### src/sv/char_lcd_shadow_diff_writer_macros.svh
// Assertion macros for the character LCD shadow diff writer.
`ifndef CHAR_LCD_SHADOW_DIFF_WRITER_MACROS_SVH
`define CHAR_LCD_SHADOW_DIFF_WRITER_MACROS_SVH

// Same-cycle implication, checked out of reset.
`define CLDW_ASSERT_NOW(lbl, ante, cons, msg) \
  lbl: assert property (@(posedge clk_i) disable iff (!rst_ni) (ante) |-> (cons)) \
    else $error(msg);

// Next-cycle implication, checked out of reset.
`define CLDW_ASSERT_NEXT(lbl, ante, cons, msg) \
  lbl: assert property (@(posedge clk_i) disable iff (!rst_ni) (ante) |=> (cons)) \
    else $error(msg);

`endif

### src/sv/cldw_pkg.sv
// Shared types, opcodes and constants of the character LCD shadow diff writer.
`timescale 1ns / 1ps
package cldw_pkg;

  typedef enum logic [2:0] {
    KIND_DRAW      = 3'd0,
    KIND_CURSOR    = 3'd1,
    KIND_CLEAR     = 3'd2,
    KIND_BRIGHT    = 3'd3,
    KIND_ON        = 3'd4,
    KIND_OFF       = 3'd5,
    KIND_BLINK_ON  = 3'd6,
    KIND_BLINK_OFF = 3'd7
  } cldw_kind_e;

  localparam int CFG_IDX_W  = 1;
  localparam int CFG_DATA_W = 5;

  typedef enum logic [CFG_IDX_W-1:0] {
    CFG_COLS = 1'b0,
    CFG_ROWS = 1'b1
  } cldw_cfg_e;

  localparam logic [4:0] COLS_RST = 5'd20;
  localparam logic [2:0] ROWS_RST = 3'd4;

  localparam logic [7:0] CMD_PREFIX   = 8'hFE;
  localparam logic [7:0] OP_MOVE      = 8'h45;
  localparam logic [7:0] OP_CLEAR     = 8'h51;
  localparam logic [7:0] OP_BRIGHT    = 8'h53;
  localparam logic [7:0] OP_ON        = 8'h41;
  localparam logic [7:0] OP_OFF       = 8'h42;
  localparam logic [7:0] OP_BLINK_ON  = 8'h4B;
  localparam logic [7:0] OP_BLINK_OFF = 8'h4C;
  localparam logic [7:0] CHAR_SPACE   = 8'h20;
  localparam logic [7:0] LEVEL_MIN    = 8'd1;
  localparam logic [7:0] LEVEL_MAX    = 8'd8;

  localparam int QUEUE_DEPTH = 2;
  localparam int QPTR_W      = (QUEUE_DEPTH > 1) ? $clog2(QUEUE_DEPTH) : 1;
  localparam int QCNT_W      = $clog2(QUEUE_DEPTH + 1);

  // One queued request: up to four bytes, bytes[0] goes out first.
  typedef struct packed {
    logic [3:0][7:0] bytes;
    logic [1:0]      last_idx;
  } cldw_entry_t;

  typedef struct packed {
    logic        valid;
    cldw_entry_t entry;
  } cldw_push_t;

  // DDRAM address of the first column of each row.
  function automatic logic [7:0] row_base(input logic [1:0] r);
    logic [7:0] base;
    unique case (r)
      2'd0: base = 8'h00;
      2'd1: base = 8'h40;
      2'd2: base = 8'h14;
      2'd3: base = 8'h54;
    endcase
    return base;
  endfunction

endpackage

### src/sv/cldw_ram.sv
// Generic single-write, single-read RAM with registered read data.
`timescale 1ns / 1ps
module cldw_ram #(
  parameter int WIDTH = 8,
  parameter int DEPTH = 80
) (
  input  logic                                   clk_i,
  input  logic                                   we_i,
  input  logic [((DEPTH > 1) ? $clog2(DEPTH) : 1)-1:0] waddr_i,
  input  logic [WIDTH-1:0]                       wdata_i,
  input  logic                                   re_i,
  input  logic [((DEPTH > 1) ? $clog2(DEPTH) : 1)-1:0] raddr_i,
  output logic [WIDTH-1:0]                       rdata_o
);

  logic [WIDTH-1:0] mem_q [DEPTH];
  logic [WIDTH-1:0] rdata_q;

  always_ff @(posedge clk_i) begin
    if (we_i) begin
      mem_q[waddr_i] <= wdata_i;
    end
    if (re_i) begin
      rdata_q <= mem_q[raddr_i];
    end
  end

  assign rdata_o = rdata_q;

endmodule

### src/sv/cldw_front.sv
// Front end: accepts requests, tracks both cursors and the shadow screen, builds byte groups.
`timescale 1ns / 1ps
module cldw_front #(
  parameter int MAX_COLS = 20,
  parameter int MAX_ROWS = 4
) (
  input  logic                   clk_i,
  input  logic                   rst_ni,
  input  logic [4:0]             cfg_cols_i,
  input  logic [2:0]             cfg_rows_i,
  input  logic                   in_valid_i,
  output logic                   in_stall_o,
  input  cldw_pkg::cldw_kind_e   kind_i,
  input  logic [7:0]             char_byte_i,
  input  logic [7:0]             col_i,
  input  logic [7:0]             row_i,
  input  logic [7:0]             level_i,
  input  logic                   q_full_i,
  output cldw_pkg::cldw_push_t   push_o
);

  localparam int ColW  = (MAX_COLS > 1) ? $clog2(MAX_COLS) : 1;
  localparam int RowW  = (MAX_ROWS > 1) ? $clog2(MAX_ROWS) : 1;
  localparam int Depth = MAX_ROWS * MAX_COLS;
  localparam int AddrW = (Depth > 1) ? $clog2(Depth) : 1;

  localparam logic [7:0] LEVEL_MIN_C = cldw_pkg::LEVEL_MIN;
  localparam logic [7:0] LEVEL_MAX_C = cldw_pkg::LEVEL_MAX;

  function automatic logic [RowW+ColW-1:0] step_pos(input logic [ColW-1:0] c,
                                                    input logic [RowW-1:0] r,
                                                    input logic [4:0]      nc,
                                                    input logic [2:0]      nr);
    logic [5:0]      c1;
    logic [3:0]      r1;
    logic [ColW-1:0] cn;
    logic [RowW-1:0] rn;
    c1 = 6'(c) + 6'd1;
    r1 = 4'(r) + 4'd1;
    cn = ColW'(c1);
    rn = r;
    if (c1 >= 6'(nc)) begin
      cn = '0;
      rn = (r1 >= 4'(nr)) ? '0 : RowW'(r1);
    end
    return {rn, cn};
  endfunction

  logic [4:0] cols_eff;
  logic [2:0] rows_eff;

  always_comb begin
    if (cfg_cols_i == 5'd0) begin
      cols_eff = 5'd1;
    end else if (cfg_cols_i > 5'(MAX_COLS)) begin
      cols_eff = 5'(MAX_COLS);
    end else begin
      cols_eff = cfg_cols_i;
    end
    if (cfg_rows_i == 3'd0) begin
      rows_eff = 3'd1;
    end else if (cfg_rows_i > 3'(MAX_ROWS)) begin
      rows_eff = 3'(MAX_ROWS);
    end else begin
      rows_eff = cfg_rows_i;
    end
  end

  // ---------------- accept stage: logical cursor ----------------
  logic [ColW-1:0] lcol_q, lcol_d;
  logic [RowW-1:0] lrow_q, lrow_d;
  logic            accept;
  logic            in_area;
  logic [ColW-1:0] clamp_col;
  logic [RowW-1:0] clamp_row;
  logic [ColW-1:0] tgt_col;
  logic [RowW-1:0] tgt_row;
  logic [7:0]      level_clamp;
  logic [AddrW-1:0] addr_a;

  // B-stage registers
  logic                 b_valid_q;
  cldw_pkg::cldw_kind_e b_kind_q;
  logic [7:0]           b_char_q;
  logic [ColW-1:0]      b_col_q;
  logic [RowW-1:0]      b_row_q;
  logic [7:0]           b_level_q;
  logic                 b_hit_q;
  logic [AddrW-1:0]     b_addr_q;
  logic                 b_fwd_q;
  logic [7:0]           b_fwd_data_q;

  logic b_adv;
  logic wr_en;

  assign b_adv      = b_valid_q && !q_full_i;
  assign in_stall_o = b_valid_q && q_full_i;
  assign accept     = in_valid_i && !in_stall_o;

  assign in_area   = (3'(lrow_q) < rows_eff) && (5'(lcol_q) < cols_eff);
  assign clamp_col = (col_i < 8'(cols_eff)) ? ColW'(col_i) : ColW'(cols_eff - 5'd1);
  assign clamp_row = (row_i < 8'(rows_eff)) ? RowW'(row_i) : RowW'(rows_eff - 3'd1);
  assign addr_a    = AddrW'(lrow_q) * AddrW'(MAX_COLS) + AddrW'(lcol_q);

  always_comb begin
    if (level_i < LEVEL_MIN_C) begin
      level_clamp = LEVEL_MIN_C;
    end else if (level_i > LEVEL_MAX_C) begin
      level_clamp = LEVEL_MAX_C;
    end else begin
      level_clamp = level_i;
    end
  end

  always_comb begin
    lcol_d  = lcol_q;
    lrow_d  = lrow_q;
    tgt_col = lcol_q;
    tgt_row = lrow_q;
    unique case (kind_i)
      cldw_pkg::KIND_DRAW: begin
        if (in_area) begin
          {lrow_d, lcol_d} = step_pos(lcol_q, lrow_q, cols_eff, rows_eff);
        end
      end
      cldw_pkg::KIND_CURSOR: begin
        tgt_col = clamp_col;
        tgt_row = clamp_row;
        lcol_d  = clamp_col;
        lrow_d  = clamp_row;
      end
      cldw_pkg::KIND_CLEAR: begin
        lcol_d = '0;
        lrow_d = '0;
      end
      default: begin
      end
    endcase
  end

  always_ff @(posedge clk_i or negedge rst_ni) begin
    if (!rst_ni) begin
      lcol_q    <= '0;
      lrow_q    <= '0;
      b_valid_q <= 1'b0;
    end else begin
      if (accept) begin
        lcol_q    <= lcol_d;
        lrow_q    <= lrow_d;
        b_valid_q <= 1'b1;
      end else if (b_adv) begin
        b_valid_q <= 1'b0;
      end
    end
  end

  // Shadow write from the item leaving B while the next one reads the same entry.
  always_ff @(posedge clk_i) begin
    if (accept) begin
      b_kind_q     <= kind_i;
      b_char_q     <= char_byte_i;
      b_col_q      <= tgt_col;
      b_row_q      <= tgt_row;
      b_level_q    <= level_clamp;
      b_hit_q      <= in_area;
      b_addr_q     <= addr_a;
      b_fwd_q      <= b_adv && wr_en && (b_addr_q == addr_a);
      b_fwd_data_q <= b_char_q;
    end
  end

  // ---------------- shadow store ----------------
  logic [7:0]       ram_rdata;
  logic [Depth-1:0] vld_q, vld_d;

  cldw_ram #(
    .WIDTH(8),
    .DEPTH(Depth)
  ) u_shadow (
    .clk_i  (clk_i),
    .we_i   (b_adv && wr_en),
    .waddr_i(b_addr_q),
    .wdata_i(b_char_q),
    .re_i   (accept),
    .raddr_i(addr_a),
    .rdata_o(ram_rdata)
  );

  // ---------------- B stage: physical cursor and byte groups ----------------
  logic            pknown_q, pknown_d;
  logic [ColW-1:0] pcol_q, pcol_d;
  logic [RowW-1:0] prow_q, prow_d;
  logic [7:0]      shadow;
  logic            differ;
  logic            move_need;
  logic [7:0]      move_addr;
  logic            clr_all;
  logic            emit;
  cldw_pkg::cldw_entry_t entry;

  always_comb begin
    if (b_fwd_q) begin
      shadow = b_fwd_data_q;
    end else if (vld_q[b_addr_q]) begin
      shadow = ram_rdata;
    end else begin
      shadow = cldw_pkg::CHAR_SPACE;
    end
  end

  assign differ    = (shadow != b_char_q);
  assign move_need = !pknown_q || (pcol_q != b_col_q) || (prow_q != b_row_q);
  assign move_addr = cldw_pkg::row_base(2'(b_row_q)) + 8'(b_col_q);

  always_comb begin
    emit           = 1'b0;
    wr_en          = 1'b0;
    clr_all        = 1'b0;
    pknown_d       = pknown_q;
    pcol_d         = pcol_q;
    prow_d         = prow_q;
    entry.bytes[0] = cldw_pkg::CMD_PREFIX;
    entry.bytes[1] = cldw_pkg::OP_MOVE;
    entry.bytes[2] = move_addr;
    entry.bytes[3] = b_char_q;
    entry.last_idx = 2'd1;
    unique case (b_kind_q)
      cldw_pkg::KIND_DRAW: begin
        if (b_hit_q && differ) begin
          emit     = 1'b1;
          wr_en    = 1'b1;
          pknown_d = 1'b1;
          {prow_d, pcol_d} = step_pos(b_col_q, b_row_q, cols_eff, rows_eff);
          if (move_need) begin
            entry.last_idx = 2'd3;
          end else begin
            entry.bytes[0] = b_char_q;
            entry.last_idx = 2'd0;
          end
        end
      end
      cldw_pkg::KIND_CURSOR: begin
        if (move_need) begin
          emit           = 1'b1;
          pknown_d       = 1'b1;
          pcol_d         = b_col_q;
          prow_d         = b_row_q;
          entry.last_idx = 2'd2;
        end
      end
      cldw_pkg::KIND_CLEAR: begin
        emit           = 1'b1;
        clr_all        = 1'b1;
        pknown_d       = 1'b1;
        pcol_d         = '0;
        prow_d         = '0;
        entry.bytes[1] = cldw_pkg::OP_CLEAR;
      end
      cldw_pkg::KIND_BRIGHT: begin
        emit           = 1'b1;
        entry.bytes[1] = cldw_pkg::OP_BRIGHT;
        entry.bytes[2] = b_level_q;
        entry.last_idx = 2'd2;
      end
      cldw_pkg::KIND_ON: begin
        emit           = 1'b1;
        entry.bytes[1] = cldw_pkg::OP_ON;
      end
      cldw_pkg::KIND_OFF: begin
        emit           = 1'b1;
        entry.bytes[1] = cldw_pkg::OP_OFF;
      end
      cldw_pkg::KIND_BLINK_ON: begin
        emit           = 1'b1;
        entry.bytes[1] = cldw_pkg::OP_BLINK_ON;
      end
      cldw_pkg::KIND_BLINK_OFF: begin
        emit           = 1'b1;
        entry.bytes[1] = cldw_pkg::OP_BLINK_OFF;
      end
    endcase
  end

  always_comb begin
    vld_d = vld_q;
    if (clr_all) begin
      vld_d = '0;
    end else if (wr_en) begin
      vld_d[b_addr_q] = 1'b1;
    end
  end

  always_ff @(posedge clk_i or negedge rst_ni) begin
    if (!rst_ni) begin
      pknown_q <= 1'b0;
      pcol_q   <= '0;
      prow_q   <= '0;
      vld_q    <= '0;
    end else if (b_adv) begin
      pknown_q <= pknown_d;
      pcol_q   <= pcol_d;
      prow_q   <= prow_d;
      vld_q    <= vld_d;
    end
  end

  assign push_o.valid = b_adv && emit;
  assign push_o.entry = entry;

endmodule

### src/sv/cldw_queue.sv
// Short FIFO of byte groups between the front end and the serializer.
`timescale 1ns / 1ps
module cldw_queue (
  input  logic                 clk_i,
  input  logic                 rst_ni,
  input  cldw_pkg::cldw_push_t push_i,
  output logic                 full_o,
  output cldw_pkg::cldw_push_t head_o,
  input  logic                 pop_i
);

  localparam logic [cldw_pkg::QPTR_W-1:0] PtrLast =
    cldw_pkg::QPTR_W'(cldw_pkg::QUEUE_DEPTH - 1);
  localparam logic [cldw_pkg::QCNT_W-1:0] CntFull =
    cldw_pkg::QCNT_W'(cldw_pkg::QUEUE_DEPTH);

  cldw_pkg::cldw_entry_t            slot_q [cldw_pkg::QUEUE_DEPTH];
  logic [cldw_pkg::QPTR_W-1:0]      wr_ptr_q, wr_ptr_d;
  logic [cldw_pkg::QPTR_W-1:0]      rd_ptr_q, rd_ptr_d;
  logic [cldw_pkg::QCNT_W-1:0]      cnt_q, cnt_d;
  logic                             do_push;
  logic                             do_pop;

  assign full_o       = (cnt_q == CntFull);
  assign do_push      = push_i.valid && !full_o;
  assign do_pop       = pop_i && (cnt_q != '0);
  assign head_o.valid = (cnt_q != '0);
  assign head_o.entry = slot_q[rd_ptr_q];

  always_comb begin
    wr_ptr_d = wr_ptr_q;
    rd_ptr_d = rd_ptr_q;
    cnt_d    = cnt_q;
    if (do_push) begin
      wr_ptr_d = (wr_ptr_q == PtrLast) ? '0 : wr_ptr_q + 1'b1;
    end
    if (do_pop) begin
      rd_ptr_d = (rd_ptr_q == PtrLast) ? '0 : rd_ptr_q + 1'b1;
    end
    unique case ({do_push, do_pop})
      2'b10:   cnt_d = cnt_q + 1'b1;
      2'b01:   cnt_d = cnt_q - 1'b1;
      default: cnt_d = cnt_q;
    endcase
  end

  always_ff @(posedge clk_i or negedge rst_ni) begin
    if (!rst_ni) begin
      wr_ptr_q <= '0;
      rd_ptr_q <= '0;
      cnt_q    <= '0;
    end else begin
      wr_ptr_q <= wr_ptr_d;
      rd_ptr_q <= rd_ptr_d;
      cnt_q    <= cnt_d;
    end
  end

  always_ff @(posedge clk_i) begin
    if (do_push) begin
      slot_q[wr_ptr_q] <= push_i.entry;
    end
  end

endmodule

### src/sv/cldw_back.sv
// Back end: sends the queued byte groups one byte per item, marking the last.
`timescale 1ns / 1ps
module cldw_back (
  input  logic                 clk_i,
  input  logic                 rst_ni,
  input  cldw_pkg::cldw_push_t head_i,
  output logic                 pop_o,
  output logic                 out_valid_o,
  input  logic                 out_stall_i,
  output logic [7:0]           tx_byte_o,
  output logic                 last_o
);

  logic [1:0] idx_q, idx_d;
  logic       fire;

  assign out_valid_o = head_i.valid;
  assign tx_byte_o   = head_i.entry.bytes[idx_q];
  assign last_o      = (idx_q == head_i.entry.last_idx);
  assign fire        = out_valid_o && !out_stall_i;
  assign pop_o       = fire && last_o;

  always_comb begin
    idx_d = idx_q;
    if (fire) begin
      idx_d = last_o ? 2'd0 : idx_q + 2'd1;
    end
  end

  always_ff @(posedge clk_i or negedge rst_ni) begin
    if (!rst_ni) begin
      idx_q <= 2'd0;
    end else begin
      idx_q <= idx_d;
    end
  end

endmodule

### src/sv/char_lcd_shadow_diff_writer.sv
// Top level of the character LCD shadow diff writer.
//
//   channel  dir  handshake                 payload
//   cfg      in   cfg_we_i                  cfg_idx_i, cfg_data_i
//   in       in   in_valid_i / in_stall_o   kind_i, char_byte_i, col_i, row_i, level_i
//   out      out  out_valid_o / out_stall_i tx_byte_o, last_o
//
// A request is taken every cycle while the two-entry byte queue has room; the
// serializer sends one byte per cycle while out_stall_i is low, so a request
// yields 0 to 4 bytes (a draw with cursor move is the four-byte case). The first
// byte is presented after the B stage (shadow read) and the registered queue head.
// Reset clears the shadow valid flags at once; no sweep is needed.
// out_stall_i holds the current byte; a full queue with B occupied raises in_stall_o.
`timescale 1ns / 1ps
`include "char_lcd_shadow_diff_writer_macros.svh"
module char_lcd_shadow_diff_writer #(
  parameter int MAX_COLS = 20,
  parameter int MAX_ROWS = 4
) (
  input  logic                            clk_i,
  input  logic                            rst_ni,
  input  logic                            cfg_we_i,
  input  logic [cldw_pkg::CFG_IDX_W-1:0]  cfg_idx_i,
  input  logic [cldw_pkg::CFG_DATA_W-1:0] cfg_data_i,
  input  logic                            in_valid_i,
  output logic                            in_stall_o,
  input  logic [2:0]                      kind_i,
  input  logic [7:0]                      char_byte_i,
  input  logic [7:0]                      col_i,
  input  logic [7:0]                      row_i,
  input  logic [7:0]                      level_i,
  output logic                            out_valid_o,
  input  logic                            out_stall_i,
  output logic [7:0]                      tx_byte_o,
  output logic                            last_o
);

  logic [4:0] cols_q;
  logic [2:0] rows_q;

  always_ff @(posedge clk_i or negedge rst_ni) begin
    if (!rst_ni) begin
      cols_q <= cldw_pkg::COLS_RST;
      rows_q <= cldw_pkg::ROWS_RST;
    end else if (cfg_we_i) begin
      unique case (cldw_pkg::cldw_cfg_e'(cfg_idx_i))
        cldw_pkg::CFG_COLS: cols_q <= cfg_data_i[4:0];
        cldw_pkg::CFG_ROWS: rows_q <= cfg_data_i[2:0];
      endcase
    end
  end

  cldw_pkg::cldw_push_t push;
  cldw_pkg::cldw_push_t head;
  logic                 q_full;
  logic                 pop;

  cldw_front #(
    .MAX_COLS(MAX_COLS),
    .MAX_ROWS(MAX_ROWS)
  ) u_front (
    .clk_i      (clk_i),
    .rst_ni     (rst_ni),
    .cfg_cols_i (cols_q),
    .cfg_rows_i (rows_q),
    .in_valid_i (in_valid_i),
    .in_stall_o (in_stall_o),
    .kind_i     (cldw_pkg::cldw_kind_e'(kind_i)),
    .char_byte_i(char_byte_i),
    .col_i      (col_i),
    .row_i      (row_i),
    .level_i    (level_i),
    .q_full_i   (q_full),
    .push_o     (push)
  );

  cldw_queue u_queue (
    .clk_i (clk_i),
    .rst_ni(rst_ni),
    .push_i(push),
    .full_o(q_full),
    .head_o(head),
    .pop_i (pop)
  );

  cldw_back u_back (
    .clk_i      (clk_i),
    .rst_ni     (rst_ni),
    .head_i     (head),
    .pop_o      (pop),
    .out_valid_o(out_valid_o),
    .out_stall_i(out_stall_i),
    .tx_byte_o  (tx_byte_o),
    .last_o     (last_o)
  );

  // Front end must never hand a group to a full queue.
  `CLDW_ASSERT_NOW(a_no_push_when_full, push.valid, !q_full, "push into full byte queue")
  // A group stays at the head until its last byte is taken.
  `CLDW_ASSERT_NEXT(a_group_continues, out_valid_o && !out_stall_i && !last_o, out_valid_o,
                    "byte group dropped before its last byte")
  // Popping only happens on the final byte of a group.
  `CLDW_ASSERT_NOW(a_pop_on_last, pop, last_o && out_valid_o, "queue popped mid-group")

endmodule

### config.mk
export PLATFORM = sky130hd
export DESIGN_NAME = char_lcd_shadow_diff_writer
export DESIGN_NICKNAME = d
export VERILOG_FILES = /design/src/sv/cldw_pkg.sv /design/src/sv/cldw_ram.sv /design/src/sv/cldw_front.sv /design/src/sv/cldw_queue.sv /design/src/sv/cldw_back.sv /design/src/sv/char_lcd_shadow_diff_writer.sv
export VERILOG_INCLUDE_DIRS = /design/src /design/src/sv
export SDC_FILE = /design/constraint.sdc
export NUM_CORES = 1
export LEC_CHECK = 0
export BUFFER_PORTS_ARGS = -buffer_cell sky130_fd_sc_hd__buf_4
export CORE_MARGIN = 2
export CORE_UTILIZATION = 40
export DETAILED_ROUTE_END_ITERATION = 12
export GPL_ROUTABILITY_DRIVEN = 0
export REMOVE_ABC_BUFFERS = 1
export SETUP_SLACK_MARGIN = 0.15
export SLEW_MARGIN = 20
export SYNTH_ARGS = -nofsm -noshare
export SYNTH_HDL_FRONTEND = slang
export SYNTH_SLANG_ARGS = --single-unit
### constraint.sdc
create_clock -name clk_i -period 4.6 [get_ports clk_i]
set_input_delay 0 -clock clk_i [delete_from_list [all_inputs] [get_ports clk_i]]
set_output_delay 0 -clock clk_i [all_outputs]
set_load 0.02 [all_outputs]
# Word-level counts from Yosys, hierarchy flattened
# Memories as Yosys holds them, arrays and structs flattened. A register that Yosys moved wholly into a read port is not among the register bits.
# Cells that the tools add are included.
[classes] n_mul=1 add_sub_neg=13 magnitude_cmp=15 mux=62 reduce_logical=38 bitwise_logic=2 eq_ne=24
[op_table] cell="two-way mux 80 bit" n=2
[op_table] cell="bitwise OR 80 bit" n=1
[op_table] cell="two-way mux 8 bit" n=6
[op_table] cell="two-way mux 5 bit" n=9
[op_table] cell="case mux 8 bit (4 select lines)" n=1
[op_table] cell="case mux 5 bit (3 select lines)" n=2
[op_table] cell="case mux 5 bit (6 select lines)" n=1
[op_table] cell="two-way mux 2 bit" n=12
[op_table] cell="case mux 2 bit (3 select lines)" n=3
[op_table] cell="binary-select mux 8 bit (select 2 bit)" n=1
[op_table] cell="two-way mux 1 bit" n=16
[op_table] cell="logical AND 1 bit" n=13
[op_table] cell="adder 5 x 1 -> 6 bit (second input constant)" n=2
[op_table] cell="== test 3 bit (second input constant)" n=4
[op_table] cell=">= comparator 6 x 5 -> 1 bit" n=2
[op_table] cell="two-way mux 10 bit" n=1
[op_table] cell="== test 3 x 2 -> 1 bit (second input constant)" n=3
[op_table] cell="logical NOT 3 bit" n=3
[op_table] cell="adder 8 x 5 -> 8 bit" n=1
[op_table] cell="== test 2 bit (second input constant)" n=4
[op_table] cell="> comparator 8 x 4 -> 1 bit (second input constant)" n=1
[op_table] cell="less-than comparator 7 x 8 -> 1 bit (second input constant)" n=1
[op_table] cell="less-than comparator 8 x 1 -> 1 bit (second input constant)" n=1
[op_table] cell="less-than comparator 8 x 3 -> 1 bit" n=1
[op_table] cell="41 further kinds" n=64
[word_totals] mem_bits_rw=702 out_inout_bits=11 inputBits=46 elab_cells=180 n_memories=2 ff_bits=153
[memory_table] memory="u_front.u_shadow.mem_q" depth=80 width=8 rd=1 rd_ports_with_merged_regs=1 write_ports=1 line_no="cldw_ram.sv:16" rtl="logic [WIDTH-1:0] mem_q [DEPTH];"
[memory_table] memory="u_queue.slot_q" depth=2 width=31 rd=1 rd_ports_with_merged_regs=0 write_ports=1 line_no="cldw_queue.sv:17" rtl="cldw_pkg::cldw_entry_t slot_q [cldw_pkg::QUEUE_DEPTH];"

# Longest topological paths before layout
[logic_depth] depth_word=12 depth_mapped=15 depth_no_buf=12

# Modules after synthesis
# From an unflattened synthesis, not the netlist that was laid out.
[hier_totals] hier_cells=1996 hier_area_um2=36374.9
[by_module_without_submodules] module="cldw_ram" seq_area_each_um2=19458.7 instances=1 area_per_inst_um2=24982.7 cells_per_inst=1112
[by_module_without_submodules] module="cldw_front" seq_area_each_um2=3693.5 instances=1 area_per_inst_um2=8046.5 cells_per_inst=716
[by_module_without_submodules] module="cldw_queue" seq_area_each_um2=2142.1 instances=1 area_per_inst_um2=2668.8 cells_per_inst=124
[by_module_without_submodules] module="cldw_back" seq_area_each_um2=50.0 instances=1 area_per_inst_um2=351.6 cells_per_inst=26
[by_module_without_submodules] module="char_lcd_shadow_diff_writer" seq_area_each_um2=203.9 instances=1 area_per_inst_um2=325.3 cells_per_inst=18

# Worst setup path after synthesis
# Ideal clock, no wire load.
[synth_path] path_type="reg2reg" from="reg u_front.b_char_q[3]" to="mem u_queue.slot_q[0][0] (netlist name) (enable)" path_buffers=1 setup_slack_ns=0.083 arrival_time_ns=4.094 required_ns=4.177 path_stages_with_launch=9 synth_period_minus_slack_ns=4.517 setup_ns=0.423 path_cell_list="edfxtp_1 a221oi_1 a21oi_1 a221oi_1 and3_1 o32a_1 buf_6 a31oi_1 nor2b_1"
[synth_via] elab_chain_cells=8
[synth_rtl] element="from (decl)" line_no="cldw_front.sv:84" rtl="logic [7:0] b_char_q;"
[synth_rtl] element="from (signal assigned)" line_no="cldw_front.sv:161" rtl="b_char_q <= char_byte_i;"
[synth_rtl] element="inequality test 8 bit" line_no="cldw_front.sv:211" rtl="assign differ = (shadow != b_char_q);"
[synth_rtl] element="logical AND 1 bit" line_no="cldw_front.sv:229" rtl="if (b_hit_q && differ) begin"
[synth_rtl] element="two-way mux 1 bit" line_no="cldw_front.sv:229"
[synth_rtl] element="case mux 1 bit (3 select lines)" line_no="cldw_front.sv:227" rtl="unique case (b_kind_q)"
[synth_rtl] element="logical AND 1 bit" line_no="cldw_front.sv:307" rtl="assign push_o.valid = b_adv && emit;"
[synth_rtl] element="logical AND 1 bit" line_no="cldw_queue.sv:25" rtl="assign do_push = push_i.valid && !full_o;"
[synth_rtl] element="two-way mux 1 bit" line_no="cldw_queue.sv:60" rtl="if (do_push) begin"
[synth_rtl] element="two-way mux 1 bit (implied by the code)" line_no="cldw_queue.sv:61" rtl="slot_q[wr_ptr_q] <= push_i.entry;"
[synth_rtl] element="to (decl)" line_no="cldw_queue.sv:17"
# Every way passes these cells.

# Final worst setup path
[layout_path] from="reg u_front.b_addr_q[1]" to="mem u_front.u_shadow.mem_q[43][6] (enable)"
[layout_via] elab_chain_cells=11
[layout_rtl] element="from (decl)" line_no="cldw_front.sv:89" rtl="logic [AddrW-1:0] b_addr_q;"
[layout_rtl] element="from (signal assigned)" line_no="cldw_front.sv:166" rtl="b_addr_q <= addr_a;"
[layout_rtl] element="binary-select mux 1 bit (select 7 bit)" line_no="cldw_front.sv:204" rtl="end else if (vld_q[b_addr_q]) begin"
[layout_rtl] element="two-way mux 1 bit (implied by the code)" line_no="cldw_front.sv:204"
[layout_rtl] element="two-way mux 8 bit" line_no="cldw_front.sv:204"
[layout_rtl] element="two-way mux 8 bit" line_no="cldw_front.sv:202" rtl="if (b_fwd_q) begin"
[layout_rtl] element="inequality test 8 bit" line_no="cldw_front.sv:211"
[layout_rtl] element="logical AND 1 bit" line_no="cldw_front.sv:229"
[layout_rtl] element="two-way mux 1 bit" line_no="cldw_front.sv:229"
[layout_rtl] element="two-way mux 1 bit" line_no="cldw_front.sv:227"
[layout_rtl] element="logical AND 1 bit" line_no="cldw_front.sv:181" rtl=".we_i (b_adv && wr_en),"
[layout_rtl] element="two-way mux 1 bit" line_no="cldw_ram.sv:20" rtl="if (we_i) begin"
[layout_rtl] element="two-way mux 1 bit (implied by the code)" line_no="cldw_ram.sv:21" rtl="mem_q[waddr_i] <= wdata_i;"
[layout_rtl] element="to (decl)" line_no="cldw_ram.sv:16"
# Several ways; a longest one is shown, not always the timed one. The select of a mux whose other input is x is not followed.

==> results.tsv <==
metric	value	unit
Core Util, Final	47.0	%
Worst Tran Pin Value	1.14	ns
WHS	0.0400	ns
Longest Clk Path Bufs	3	
initial drt markers	2116	
area grow syn2layout	16.6	%
register bit total from synthesis	863	
Initial Utilization	40.3	%
count leader, synth	edfxtp_1	
CP arrival	4.44	ns
worst hold path type	in -> reg	
Multi-input gate area	10400	um2
post-cts gate resize count	0	
Tcrit/Tclk final	90.7	%
diode count	0	
count of unique library cells instantiated by Yosys	67	
Max stage delay cell, worst path	nor3_1	
leakage dissipation	0.0141	uW
vias in the first global route	20003	
worst setup path endpoint	u_front.u_shadow.mem_q[43][6]	
Power Total	26800	uW
wirelength, routed	89.1	mm
largest net degree at the start of global routing	87	
vias	19635	
largest cells by area after synthesis	edfxtp_1, mux4_2, dfrtp_1, a32o_1, ha_1	
Die Span Y	305	um
Synth top area share	62.4	%
most area-hungry cell type in the Yosys netlist	edfxtp_1	
row count	110	
yosys warns	0	
CP Depth	9	
Post-synth ARST share	12.7	%
crit path time final	4.17	ns
total core area	89900	um2
hpwl dp	56.9	mm
Worst setup EP type	flip-flop	
critical path startpoint	u_front.b_addr_q[1]	
WP buf/inv	1	
Worst setup SP type	flip-flop	
Num Clock Sinks	863	
Max Cap Viol	0	
Primary FF master, synth	edfxtp_1	
GRT overflow	0	
crit-path max cell delay	0.99	ns
final-report hold violation count	0	
GRT Util Overall	19.2	%
DR vias/cell	5.79	
fin nets	2234	
worst r2r src	u_front.b_addr_q[1]	
commonest cells in the netlist	edfxtp_1, mux4_2, dfrtp_1	
post-synthesis sequential area ratio	70.0	%
CTS tree	yes	
number of I/O port buffers	56	
worst-path fanout max	35	
Slew Limit Fails	0	
slack of the critical path	0.428	ns
critical path, cell by cell	buf_4 -> nand2_1 -> o22ai_1 -> o21ai_0 -> and4_1 -> o32ai_1 -> o221ai_2 -> and2_4 -> nor3_1	
post-place setup slack	0.487	ns
CTS root buf	clkbuf_16	
RSZ-0062 raised after global routing	no	
EDFF count, synth	753	
Pre-Repair DR Iteration Count	5	
Clock Skew	0.0375	ns
initial antenna violation count	0	
peak supply drop	0.000691	V
number of remaining DRC errors	0	
Post-Syn Area	36200	um2
Max-Slew Margin vs Limit	23.5	%
Mapped Cells	1956	
H-tree Lvls	3	
final setup violation count	0	
Syn Area/Cell	18.5	um2
layout cell share with drive strength beyond 1	28.5	%
# fillers	7420	
power density cells	635	nW/um2
Crit Path Category	reg -> reg	
CTS Buf Count	90	
reg2reg path depth	9	
die span in x	305	um
top cell family by delay on the critical path	simple AND/OR/NAND/NOR gates	
Fmax	0.240	GHz
CTS clock-pin slew for the worst setup and hold paths	0.06	ns
Die Area	93000	um2
Worst R2R End	u_front.u_shadow.mem_q[43][6]	
Worst Path Required	4.87	ns
IO Pins	57	
status	complete, no violations	
clk_lat worst skew	0.65	ns
routed length per placed instance	26.3	um
register area	25400	um2
first-pass GRT wire length	133	mm
reg2reg setup slack	0.43	ns
Post-DRT Antenna Nets	0	
## layout by cell type (no fill, tap or decap), types with 21 or more instances in the layout
cell and instances:
mux4_2 224, ha_1 43, nor3_1 37, clkbuf_16 92, nor4_1 22, a32o_1 63
o21ai_0 38, clkbuf_1 21, dfrtp_1 105, nor4_2 22, edfxtp_1 753, nand2_1 72
mux2i_1 33, mux2_2 36, buf_4 170, inv_1 39, dlygate4sd3_1 40, nor2_1 54
nand2b_1 22, xnor2_1 21
## where the power goes
| group | switching (uW) | internal [uW] | leakage, uW | total (uW) |
|---|---|---|---|---|
| clock | 3060 | 4350 | 0.00148 | 7410 |
| sequential | 603 | 9270 | 0.00825 | 9880 |
| combinational | 5240 | 4290 | 0.00435 | 9530 |
## worst min path at each step
stage,from,endpoint,slack [ns],depth (start not counted)
after global routing,char_byte_i[5],u_front.b_char_q[5],0.07,2
after CTS,row_i[3],u_front.lrow_q[0],0.01,5
after floorplan,rst_ni,cols_q[0],-0.30,0
final,row_i[3],u_front.lrow_q[0],0.04,5
after global placement,rst_ni,u_back.idx_q[1],-0.15,1
after detailed placement,rst_ni,u_back.idx_q[1],-0.15,1
## worst min-delay path: cells and delay by family
family          cells  cell delay (ns)
compound gates      2             0.24
mux                 2             0.32
buf+inv             1             0.08
## flip-flops by register name, summed over array words and instances, names as in the netlist, 3 cells and up
register,count
rows_q,3
u_front.b_addr_q,7
u_front.u_shadow.rdata_o,8
u_front.b_level_q,8
u_front.lcol_q,5
u_front.b_char_q,8
u_front.b_fwd_data_q,8
u_front.b_kind_q,3
cols_q,5
u_front.b_col_q,5
u_front.pcol_q,5
u_front.vld_q,80
u_front.u_shadow.mem_q,640
u_queue.slot_q,62
## what timing repair did
action,in CTS,in global routing
hold buffers,40,0
buffers inserted,0,0
endpoints found under the hold margin,148,0
## through the flow
step / cells / area (um2) / setup TNS (ns)
global placement: 3186 / 38700 / 0
detailed placement: 3186 / 38700 / 0
global route: 3394 / 42200 / 0
finish: 3394 / 42200 / 0
CTS: 3393 / 42200 / 0
floorplan: 1833 / 35700 / -376.74
## layout make-up
cell class	count	share of cell area, %
tap	1176	3.48
clock buffer	121	5.90
inverter	40	0.355
sequential	863	60.1
timing repair buffer	218	4.35
clock inverter	46	1.35
multi-input combinational	930	24.5
## metal layers
layer	part of all wire [%]	track usage [%]	up-vias
li1	-	-	8447
met1	43	27.0	10370
met2	49	31.4	721
met3	6.1	3.13	97
met4	1.6	4.36	0
met5	0	0	-
## kinds of logic (layout without fill, tap and decap cells)
kind of cell,count (synthesis),after routing,share of synthesized area (%)
simple gates,328,328,4.82
mux,293,293,16.0
xor+xnor,39,39,0.943
buf+inv,166,425,1.90
fa+ha+maj,45,45,1.57
other cells,1,4,0.0104
compound gates,221,221,4.78
flops,863,863,70.0
No activity file was read; power rests on OpenSTA's default activity.
